**config.mk**
```make
export PLATFORM = sky130hd
export DESIGN_NAME = archive_chunk_deframer
export DESIGN_NICKNAME = d
export VERILOG_FILES = /design/src/rtl/acd_pkg.sv /design/src/rtl/archive_chunk_deframer.sv /design/src/rtl/acd_adler.sv /design/src/rtl/acd_parser.sv
export SDC_FILE = /design/constraint.sdc
export NUM_CORES = 1
export LEC_CHECK = 0
export BUFFER_PORTS_ARGS = -buffer_cell sky130_fd_sc_hd__buf_2
export CAP_MARGIN = 15
export CORE_AREA = 2 2 344 244
export CTS_BUF_LIST = sky130_fd_sc_hd__clkbuf_4 sky130_fd_sc_hd__clkbuf_8
export CTS_CLUSTER_SIZE = 30
export DETAILED_ROUTE_END_ITERATION = 6
export DIE_AREA = 0 0 346 246
export SYNTH_ARGS = -nofsm -noshare
export SYNTH_HDL_FRONTEND = slang
export SYNTH_SLANG_ARGS = --single-unit
```
**constraint.sdc**
```tcl
create_clock -name clk -period 7.5 [get_ports clk]
set_clock_uncertainty 0.05 [all_clocks]
set_input_delay 0.75 -clock clk [delete_from_list [all_inputs] [get_ports clk]]
set_output_delay 0.75 -clock clk [all_outputs]
set_load 0.1 [all_outputs]
```
**src/rtl/acd_pkg.sv**
```systemverilog
// Shared types and constants for the archive chunk deframer.
// No dependencies; every other RTL file refers to this package by scoped names.
`default_nettype none

package acd_pkg;

    // Parser phase codes.
    localparam logic [2:0] PH_MAGIC  = 3'd0;
    localparam logic [2:0] PH_HEADER = 3'd1;
    localparam logic [2:0] PH_INFO   = 3'd2;
    localparam logic [2:0] PH_STORED = 3'd3;
    localparam logic [2:0] PH_COMP   = 3'd4;
    localparam logic [2:0] PH_SKIP   = 3'd5;
    localparam logic [2:0] PH_HALT   = 3'd6;

    // Event codes reported with each result.
    localparam logic [2:0] EV_NONE          = 3'd0;
    localparam logic [2:0] EV_BAD_MAGIC     = 3'd1;
    localparam logic [2:0] EV_INFO_MISMATCH = 3'd2;
    localparam logic [2:0] EV_STORED_MISM   = 3'd3;
    localparam logic [2:0] EV_COMP_OK       = 3'd4;
    localparam logic [2:0] EV_COMP_MISM     = 3'd5;
    localparam logic [2:0] EV_BAD_METHOD    = 3'd6;
    localparam logic [2:0] EV_FINISHED      = 3'd7;

    // Configuration register indexes.
    localparam logic CFG_ARCHIVE_LENGTH = 1'b0;
    localparam logic CFG_INFO_LIMIT     = 1'b1;

    // Format constants.
    localparam logic [16:0] ADLER_MOD     = 17'd65521;
    localparam logic [15:0] ID_INFO       = 16'd1;
    localparam logic [15:0] ID_DATA       = 16'd17;
    localparam logic [15:0] OPT_STORED    = 16'd0;
    localparam logic [15:0] OPT_COMP      = 16'd1;
    localparam logic [31:0] INFO_MIN_SIZE = 32'd10;
    localparam logic [31:0] HEADER_BYTES  = 32'd16;
    localparam logic [15:0] LIMIT_RESET   = 16'd1024;

    // One result item.
    typedef struct packed {
        logic       pixel_valid;
        logic [7:0] pixel_byte;
        logic [2:0] event_res;
        logic       halted;
    } result_t;

    // Archive signature, one byte per position.
    function automatic logic [7:0] magic_byte(input logic [2:0] idx);
        logic [7:0] val;
        case (idx)
            3'd0:    val = 8'd137;
            3'd1:    val = 8'd54;
            3'd2:    val = 8'd80;
            3'd3:    val = 8'd75;
            3'd4:    val = 8'd13;
            3'd5:    val = 8'd10;
            3'd6:    val = 8'd26;
            3'd7:    val = 8'd10;
            default: val = 8'd0;
        endcase
        return val;
    endfunction

endpackage

`default_nettype wire

```
**src/rtl/archive_chunk_deframer.sv**
```systemverilog
// Archive chunk deframer top level: one byte in, one result out per request.
// A result is registered in a two-entry result buffer when its request is accepted.
// Throughput: one byte per cycle while the buffer has room, set by the combinational
// checksum and header update loop; the buffer absorbs results while the master stalls.
// Reset (rst_n low, asynchronous) clears parser state and the buffer; archive_length
// resets to 0 and info_chunk_limit to 1024.  Depends on acd_pkg and acd_parser.
`default_nettype none

module archive_chunk_deframer (
    input  wire logic        clk,
    input  wire logic        rst_n,
    // Input stream
    input  wire logic        s_tvalid,
    output logic             s_tready,
    input  wire logic [7:0]  s_tdata,   // [7:0] data_byte
    input  wire logic        s_tuser,   // [0] restart
    // Result stream
    output logic             m_tvalid,
    input  wire logic        m_tready,
    output logic      [7:0]  m_tdata,   // [7:0] pixel_byte
    output logic      [4:0]  m_tuser,   // [0] pixel_valid, [3:1] event_res, [4] halted
    // Configuration writes
    input  wire logic        cfg_we,
    input  wire logic        cfg_index,
    input  wire logic [31:0] cfg_data
);

    logic [31:0]      archive_length_reg;
    logic [15:0]      info_limit_reg;
    logic             in_acc;
    logic             out_acc;
    acd_pkg::result_t res;
    acd_pkg::result_t buf_reg [2];
    acd_pkg::result_t head;
    logic [1:0]       count_reg;
    logic             wr_ptr_reg;
    logic             rd_ptr_reg;

    // Configuration registers.
    always_ff @(posedge clk or negedge rst_n)
    begin
        if (!rst_n)
        begin
            archive_length_reg <= 32'd0;
            info_limit_reg     <= acd_pkg::LIMIT_RESET;
        end
        else if (cfg_we)
        begin
            case (cfg_index)
                acd_pkg::CFG_ARCHIVE_LENGTH: archive_length_reg <= cfg_data;
                acd_pkg::CFG_INFO_LIMIT:     info_limit_reg     <= cfg_data[15:0];
                default: ;
            endcase
        end
    end

    assign in_acc  = s_tvalid & s_tready;
    assign out_acc = m_tvalid & m_tready;

    acd_parser u_parser (
        .clk              (clk),
        .rst_n            (rst_n),
        .in_en            (in_acc),
        .data_byte        (s_tdata),
        .restart          (s_tuser),
        .archive_length   (archive_length_reg),
        .info_chunk_limit (info_limit_reg),
        .result           (res)
    );

    // Result buffer control.
    always_ff @(posedge clk or negedge rst_n)
    begin
        if (!rst_n)
        begin
            count_reg  <= 2'd0;
            wr_ptr_reg <= 1'b0;
            rd_ptr_reg <= 1'b0;
        end
        else
        begin
            if (in_acc)
                wr_ptr_reg <= ~wr_ptr_reg;
            if (out_acc)
                rd_ptr_reg <= ~rd_ptr_reg;
            if (in_acc && !out_acc)
                count_reg <= count_reg + 2'd1;
            else if (!in_acc && out_acc)
                count_reg <= count_reg - 2'd1;
        end
    end

    // Result buffer storage.
    always_ff @(posedge clk)
    begin
        if (in_acc)
            buf_reg[wr_ptr_reg] <= res;
    end

    assign head     = buf_reg[rd_ptr_reg];
    assign s_tready = (count_reg != 2'd2);
    assign m_tvalid = (count_reg != 2'd0);
    assign m_tdata  = head.pixel_byte;
    assign m_tuser  = {head.halted, head.event_res, head.pixel_valid};

`ifndef SYNTHESIS
    // The buffer never holds more than two results.
    assert property (@(posedge clk) disable iff (!rst_n) count_reg != 2'd3)
        else $error("result buffer count out of range");

    // The end-of-archive event always stops parsing.
    assert property (@(posedge clk) disable iff (!rst_n)
        (m_tvalid && m_tuser[3:1] == acd_pkg::EV_FINISHED) |-> m_tuser[4])
        else $error("finished event without halt");

    // A payload byte only comes with no event or a stored-chunk mismatch.
    assert property (@(posedge clk) disable iff (!rst_n)
        (m_tvalid && m_tuser[0]) |->
        (m_tuser[3:1] == acd_pkg::EV_NONE || m_tuser[3:1] == acd_pkg::EV_STORED_MISM))
        else $error("payload byte with unexpected event");
`endif

endmodule

`default_nettype wire

```
**src/rtl/acd_adler.sv**
```systemverilog
// One-byte Adler-32 update with conditional subtraction of the modulus.
// Depends on acd_pkg for the modulus.
`default_nettype none

module acd_adler (
    input  wire logic [15:0] sum_low,
    input  wire logic [15:0] sum_high,
    input  wire logic [7:0]  data_byte,
    output logic      [15:0] low_upd,
    output logic      [15:0] high_upd
);

    logic [16:0] low_sum;
    logic [16:0] low_red;
    logic [16:0] high_sum;
    logic [16:0] high_red;

    // Low += byte, high += low, one fold each; sums stay below twice the modulus.
    always_comb
    begin
        low_sum = {1'b0, sum_low} + {9'd0, data_byte};
        if (low_sum >= acd_pkg::ADLER_MOD)
            low_red = low_sum - acd_pkg::ADLER_MOD;
        else
            low_red = low_sum;
        high_sum = {1'b0, sum_high} + low_red;
        if (high_sum >= acd_pkg::ADLER_MOD)
            high_red = high_sum - acd_pkg::ADLER_MOD;
        else
            high_red = high_sum;
    end

    assign low_upd  = low_red[15:0];
    assign high_upd = high_red[15:0];

endmodule

`default_nettype wire

```
**src/rtl/acd_parser.sv**
```systemverilog
// Chunk parser: signature check, header capture, per-chunk checksum and events.
// Depends on acd_pkg and acd_adler.
`default_nettype none

module acd_parser (
    input  wire logic            clk,
    input  wire logic            rst_n,
    input  wire logic            in_en,
    input  wire logic [7:0]      data_byte,
    input  wire logic            restart,
    input  wire logic [31:0]     archive_length,
    input  wire logic [15:0]     info_chunk_limit,
    output acd_pkg::result_t     result
);

    logic [2:0]  phase_reg, phase_next;
    logic [31:0] pos_reg, pos_next;
    logic [31:0] off_reg, off_next;
    logic [15:0] id_reg, id_next;
    logic [15:0] opt_reg, opt_next;
    logic [31:0] size_reg, size_next;
    logic [31:0] exp_reg, exp_next;
    logic [15:0] low_reg, low_next;
    logic [15:0] high_reg, high_next;
    logic        fseen_reg, fseen_next;
    logic        snz_reg, snz_next;
    logic        inz_reg, inz_next;

    // Effective state after an optional restart.
    logic [2:0]  ph;
    logic [31:0] pos;
    logic [31:0] off;
    logic [15:0] low_eff;
    logic [15:0] high_eff;
    logic        fseen;
    logic        snz;
    logic        inz;

    logic [31:0] pos_inc;
    logic [15:0] low_upd;
    logic [15:0] high_upd;
    logic        hdr_sum_ok;
    logic        pay_sum_ok;
    logic        inz_upd;
    logic [2:0]  chunk_ph;
    logic [2:0]  ev;

    acd_adler u_adler (
        .sum_low   (low_eff),
        .sum_high  (high_eff),
        .data_byte (data_byte),
        .low_upd   (low_upd),
        .high_upd  (high_upd)
    );

    // Restart clears the archive state before this byte is handled.
    always_comb
    begin
        ph       = restart ? acd_pkg::PH_MAGIC : phase_reg;
        pos      = restart ? 32'd0 : pos_reg;
        off      = restart ? 32'd0 : off_reg;
        low_eff  = restart ? 16'd1 : low_reg;
        high_eff = restart ? 16'd0 : high_reg;
        fseen    = restart ? 1'b0 : fseen_reg;
        snz      = restart ? 1'b0 : snz_reg;
        inz      = restart ? 1'b0 : inz_reg;
    end

    assign pos_inc    = pos + 32'd1;
    assign hdr_sum_ok = (exp_reg == 32'd1);
    assign pay_sum_ok = (exp_reg == {high_upd, low_upd});
    assign inz_upd    = inz | ((ph == acd_pkg::PH_INFO) && (pos < 32'd4) && (data_byte != 8'd0));

    // Next state and result for one byte.
    always_comb
    begin
        phase_next = ph;
        pos_next   = pos;
        off_next   = off;
        id_next    = id_reg;
        opt_next   = opt_reg;
        size_next  = size_reg;
        exp_next   = exp_reg;
        low_next   = low_eff;
        high_next  = high_eff;
        fseen_next = fseen;
        snz_next   = snz;
        inz_next   = inz;
        chunk_ph   = acd_pkg::PH_SKIP;
        ev         = acd_pkg::EV_NONE;
        result     = '0;

        case (ph)
            acd_pkg::PH_MAGIC:
            begin
                if (data_byte != acd_pkg::magic_byte(pos[2:0]))
                begin
                    phase_next = acd_pkg::PH_HALT;
                    ev         = acd_pkg::EV_BAD_MAGIC;
                end
                else if (pos[2:0] == 3'd7)
                begin
                    phase_next = acd_pkg::PH_HEADER;
                    pos_next   = 32'd0;
                end
                else
                    pos_next = pos_inc;
            end

            acd_pkg::PH_HEADER:
            begin
                if ((pos[3:0] == 4'd0) && (off > archive_length))
                begin
                    phase_next = acd_pkg::PH_HALT;
                    ev         = acd_pkg::EV_FINISHED;
                end
                else
                begin
                    // Little-endian field capture by byte position.
                    case (pos[3:0])
                        4'd0:    id_next[7:0]    = data_byte;
                        4'd1:    id_next[15:8]   = data_byte;
                        4'd2:    opt_next[7:0]   = data_byte;
                        4'd3:    opt_next[15:8]  = data_byte;
                        4'd4:    size_next[7:0]  = data_byte;
                        4'd5:    size_next[15:8] = data_byte;
                        4'd6:    size_next[23:16] = data_byte;
                        4'd7:    size_next[31:24] = data_byte;
                        4'd8:    exp_next[7:0]   = data_byte;
                        4'd9:    exp_next[15:8]  = data_byte;
                        4'd10:   exp_next[23:16] = data_byte;
                        4'd11:   exp_next[31:24] = data_byte;
                        default: ;
                    endcase
                    pos_next = pos_inc;

                    // Last header byte: classify the chunk and open its payload.
                    if (pos[3:0] == 4'd15)
                    begin
                        pos_next  = 32'd0;
                        off_next  = off + acd_pkg::HEADER_BYTES + size_reg;
                        low_next  = 16'd1;
                        high_next = 16'd0;
                        inz_next  = 1'b0;
                        if ((id_reg == acd_pkg::ID_INFO) && (size_reg > acd_pkg::INFO_MIN_SIZE)
                            && (size_reg < {16'd0, info_chunk_limit}))
                            chunk_ph = acd_pkg::PH_INFO;
                        else if ((id_reg == acd_pkg::ID_DATA) && fseen && snz)
                        begin
                            if (opt_reg == acd_pkg::OPT_STORED)
                                chunk_ph = acd_pkg::PH_STORED;
                            else if (opt_reg == acd_pkg::OPT_COMP)
                                chunk_ph = acd_pkg::PH_COMP;
                            else
                            begin
                                chunk_ph   = acd_pkg::PH_SKIP;
                                ev         = acd_pkg::EV_BAD_METHOD;
                                fseen_next = 1'b0;
                            end
                        end
                        else
                            chunk_ph = acd_pkg::PH_SKIP;

                        phase_next = chunk_ph;
                        // An empty payload closes right here against the start value.
                        if (size_reg == 32'd0)
                        begin
                            phase_next = acd_pkg::PH_HEADER;
                            case (chunk_ph)
                                acd_pkg::PH_STORED:
                                begin
                                    if (!hdr_sum_ok)
                                    begin
                                        phase_next = acd_pkg::PH_HALT;
                                        ev         = acd_pkg::EV_STORED_MISM;
                                    end
                                end
                                acd_pkg::PH_COMP:
                                begin
                                    if (!hdr_sum_ok)
                                    begin
                                        phase_next = acd_pkg::PH_HALT;
                                        ev         = acd_pkg::EV_COMP_MISM;
                                    end
                                    else
                                        ev = acd_pkg::EV_COMP_OK;
                                end
                                default: ;
                            endcase
                        end
                    end
                end
            end

            acd_pkg::PH_INFO, acd_pkg::PH_STORED, acd_pkg::PH_COMP, acd_pkg::PH_SKIP:
            begin
                low_next  = low_upd;
                high_next = high_upd;
                inz_next  = inz_upd;
                pos_next  = pos_inc;
                if (ph == acd_pkg::PH_STORED)
                begin
                    result.pixel_valid = 1'b1;
                    result.pixel_byte  = data_byte;
                end

                // Payload end: compare the running sum with the header checksum.
                if (pos_inc >= size_reg)
                begin
                    phase_next = acd_pkg::PH_HEADER;
                    pos_next   = 32'd0;
                    inz_next   = 1'b0;
                    case (ph)
                        acd_pkg::PH_INFO:
                        begin
                            if (!pay_sum_ok)
                            begin
                                phase_next = acd_pkg::PH_HALT;
                                ev         = acd_pkg::EV_INFO_MISMATCH;
                            end
                            else
                            begin
                                fseen_next = 1'b1;
                                snz_next   = inz_upd;
                            end
                        end
                        acd_pkg::PH_STORED:
                        begin
                            if (!pay_sum_ok)
                            begin
                                phase_next = acd_pkg::PH_HALT;
                                ev         = acd_pkg::EV_STORED_MISM;
                            end
                        end
                        acd_pkg::PH_COMP:
                        begin
                            if (!pay_sum_ok)
                            begin
                                phase_next = acd_pkg::PH_HALT;
                                ev         = acd_pkg::EV_COMP_MISM;
                            end
                            else
                                ev = acd_pkg::EV_COMP_OK;
                        end
                        default: ;
                    endcase
                end
            end

            acd_pkg::PH_HALT: ;

            default:
                phase_next = acd_pkg::PH_HALT;
        endcase

        result.event_res = ev;
        result.halted    = (phase_next == acd_pkg::PH_HALT);
    end

    // Parser state registers, advanced once per accepted byte.
    always_ff @(posedge clk or negedge rst_n)
    begin
        if (!rst_n)
        begin
            phase_reg <= acd_pkg::PH_MAGIC;
            pos_reg   <= 32'd0;
            off_reg   <= 32'd0;
            id_reg    <= 16'd0;
            opt_reg   <= 16'd0;
            size_reg  <= 32'd0;
            exp_reg   <= 32'd0;
            low_reg   <= 16'd1;
            high_reg  <= 16'd0;
            fseen_reg <= 1'b0;
            snz_reg   <= 1'b0;
            inz_reg   <= 1'b0;
        end
        else if (in_en)
        begin
            phase_reg <= phase_next;
            pos_reg   <= pos_next;
            off_reg   <= off_next;
            id_reg    <= id_next;
            opt_reg   <= opt_next;
            size_reg  <= size_next;
            exp_reg   <= exp_next;
            low_reg   <= low_next;
            high_reg  <= high_next;
            fseen_reg <= fseen_next;
            snz_reg   <= snz_next;
            inz_reg   <= inz_next;
        end
    end

endmodule

`default_nettype wire
```
==> summary.txt <==
Flow run
  – Max-Cap Viols: 0

Yosys
  – Synth Cell Area: 0.02031 mm2
  – Largest area contributor in the netlist: dfrtp_1
  – Synth top area share: 30.56%
  – Synth Net Count: 2454
  – Synthesized flop and latch total: 276
  – Ys async rst share: roughly nine tenths
  – Post-synthesis sequential area ratio: 34.66%
  – Predominant post-synthesis flop cell: dfrtp_1
  – Syn Inst Count: around 2.2k
  – Synthesized area per cell: slightly above 9 um2
  – Post-synth EDFFs: 26
  – Netlist cell types: 102
  – Synth area leaders: dfrtp_1 31%, ha_1 11%, mux2_2 6.5%
  – Synth warn: 0

STA
  – RSZ-0062 raised after global routing: true
  – Final max-slew violation count: 0
  – WHS: 0.1338 ns
  – Worst slew pin tran: 0.8980 ns
  – Achievable frequency: 0.1342 GHz
  – Final setup fails: 0
  – Final Hold Vio Count: 0
  – Slew HR: between 40 and 50%
  – Min Clock Period, post-route: 7.449 ns
  – Setup TNS: 0 ns
  – Fin crit share: 99.32%

Worst setup path
  – CP Data Required Time: 7.85 ns
  – Crit path max fanout: 6
  – Worst setup path class: reg -> reg
  – Crit-path slowest cell: or4_4
  – CP Capture Type: flip-flop
  – R2R Setup Slk: a little over 0.05 ns
  – CP Launch Type: flip-flop
  – Cells on worst reg2reg path: 30
  – RR Endpoint: buf_reg[0][1]
  – Peak per-stage delay on the critical path: about 0.55 ns
  – Crit. Startpoint: u_parser.low_reg[0]
  – CP most frequent cell: ha_4
  – End point of the critical path: buf_reg[0][1]
  – Stages on worst setup path: 30
  – Delay-heaviest family, CP: compound AO/OA/AOI/OAI gates
  – Worst r2r src: u_parser.low_reg[0]
  – Buf+Inv Stages, Crit Path: 3
  – Worst Path Arrival: 7.80 ns

Detailed routing
  – Post-DRT Antenna Nets: 0
  – Drt initial violations: 1519
  – DRC: 0
  – Total vias in the final route: 17.86k
  – Vias per cell: 4.915
  – Final wirelength: 65230 um
  – Drt pass-1 iters: 5
  – Drt wl/cell: 17.95 um

Hold path
  – Hold WC Path Type: in -> async

Clocking
  – CTS sink count: 276
  – CTS clock-pin slew for the worst setup and hold paths: around 0.06 ns
  – CTS max path bufs: 3
  – CTS tree: built
  – Clock Latency Late Sink: 0.67 ns
  – Cts bufs inserted: between 50 and 60
  – H-tree depth: 2
  – Root Driver: clkbuf_8

Place
  – Post-DP HPWL: 48280 um
  – Routability-driven placement congestion ratio: around 0.92
  – Number of I/O port buffers: a little over 60

Cells and area
  – Sequential standard cell area: 0.007039 mm2
  – Nets: 2731
  – Share of cells above drive strength 1: between 20% and 30%
  – Area occupied by multi-input gates: 0.01284 mm2
  – Finished Core Util: 30.85%
  – Layout overhead on the synthesized area: 24.09%
  – Fill cells: 8604

Power
  – Sw frac: 39.19%
  – Pwr dens: 229.7 mW/mm2
  – Sw power: 2.269 mW
  – Comb pwr share: 41.0%
  – Cell Int Power: 3.520 mW
  – Max VDD drop: about 0.00018 V
  – Clock network power share: 28.7%
  – Seq pwr share: 30.3%
  – Total power: 5.789 mW
  – Pleak: 11.68 nW

Global routing
  – First-pass GRT wire length: 102000 um
  – GR Overflow Total: 0
  – All-Layer GR Usage: 15.12%
  – Largest net degree at the start of global routing: 142
  – Vias in the first global route: about 17k
  – Initial antenna violation count: 8

Outcome
  – Outcome: completed

Floorplanning
  – Io pins: 62
  – Die height: 246 um
  – Die area: 0.08512 mm2
  – Core Area: a little over 0.08 mm2
  – Cell row count: 88
  – Initial Util: 24.86%
  – DIE WIDTH: 346 um
## layout by cell type, fill, tap and decap left out, types with 26 or more instances in the layout
master    netlist  final
xor2_1         51     47
nor3_1         36     31
nand3_1        59     58
inv_1         126    124
xnor2_1        86     84
edfxtp_1       26     26
buf_2           9     59
clkbuf_8        0     62
nor2_1        135    133
a21o_1         41     41
mux2_2        117    115
dfrtp_1       248    248
nand4_1        38     38
buf_4           0    255
nand2_1       221    216
o21ai_0       151    150
nor4_1         34     34
a22o_1         42     42
ha_1          172    166
a21oi_1       101     99
nor2b_1        88     86
## power by group through the flow
stage / Sequential, mW / Combinational, mW / Clock, mW
after floorplan: 1.73 / 1.49 / 0
after global placement: 1.78 / 2.29 / 0
after detailed placement: 1.78 / 2.29 / 0
after CTS: 1.75 / 2.31 / 1.71
after global routing: 1.77 / 2.56 / 1.77
final: 1.75 / 2.38 / 1.66
## how the worst min path moves through the flow
stage | endpoint | slack, ns | cells past startpoint
6_report | archive_length_reg[9] | 0.13 | 1
5_1_grt | archive_length_reg[9] | 0.17 | 1
4_1_cts | archive_length_reg[9] | 0.13 | 1
3_5_place_dp | u_parser.off_reg[24] | 0.41 | 2
3_3_place_gp | u_parser.off_reg[28] | 0.40 | 2
2_1_floorplan | u_parser.off_reg[24] | 0.39 | 2
## logic make-up after synthesis
family,count (synthesis),synth area share (%)
simple gates,756,19.16
compound gates,528,17.75
flops,276,34.66
buf+inv,227,4.288
fa+ha+maj,177,10.94
xor+xnor,138,6.025
mux,131,7.177
## area by class of cell
cell class,instances,area share [%]
inverters,128,1.926
repair buffers,322,9.210
flip-flops and latches,276,27.93
diodes,3,0.02979
well taps,1080,5.362
multi-input cells,1730,50.96
clock inverters,14,0.6256
clock buffers,81,3.952
## layer usage
metal  wire [um]  share of wire [%]  global-route usage [%]
met5          58              0.089                       0
met4         826                1.3                   2.633
met3        5124                7.9                   3.549
met2       25920                 40                   21.04
met1       33300                 51                   23.40
## synthesized netlist by cell type (26+ instances only)
cell	number
o21ai_0	151
ha_1	172
dfrtp_1	248
mux2_2	117
inv_1	126
nor4_1	34
a22o_1	42
a21o_1	41
nand4_1	38
edfxtp_1	26
xnor2_1	86
xor2_1	51
nand3_1	59
nor3_1	36
nor2_1	135
nand2_1	221
nor2b_1	88
a21oi_1	101
clkbuf_1	82
## timing repair
action                     in CTS  in global routing
hold buffers                    0                  0
buffers inserted                3                  6
pin swaps                       7                 12
resized for setup              10                 31
setup endpoints to repair       6                 30
## stage by stage
stage / instances / worst slack [ns] / cell area (um2)
finish: 3634 / 0.05090 / 25200
global route: 3632 / -0.2309 / 25200
CTS: 3624 / 0.007310 / 24980
detailed placement: 3526 / -0.6418 / 23740
global placement: 3526 / -0.5778 / 23740
floorplan: 2233 / -0.5283 / 20620
(Power assumes the default switching activity.)
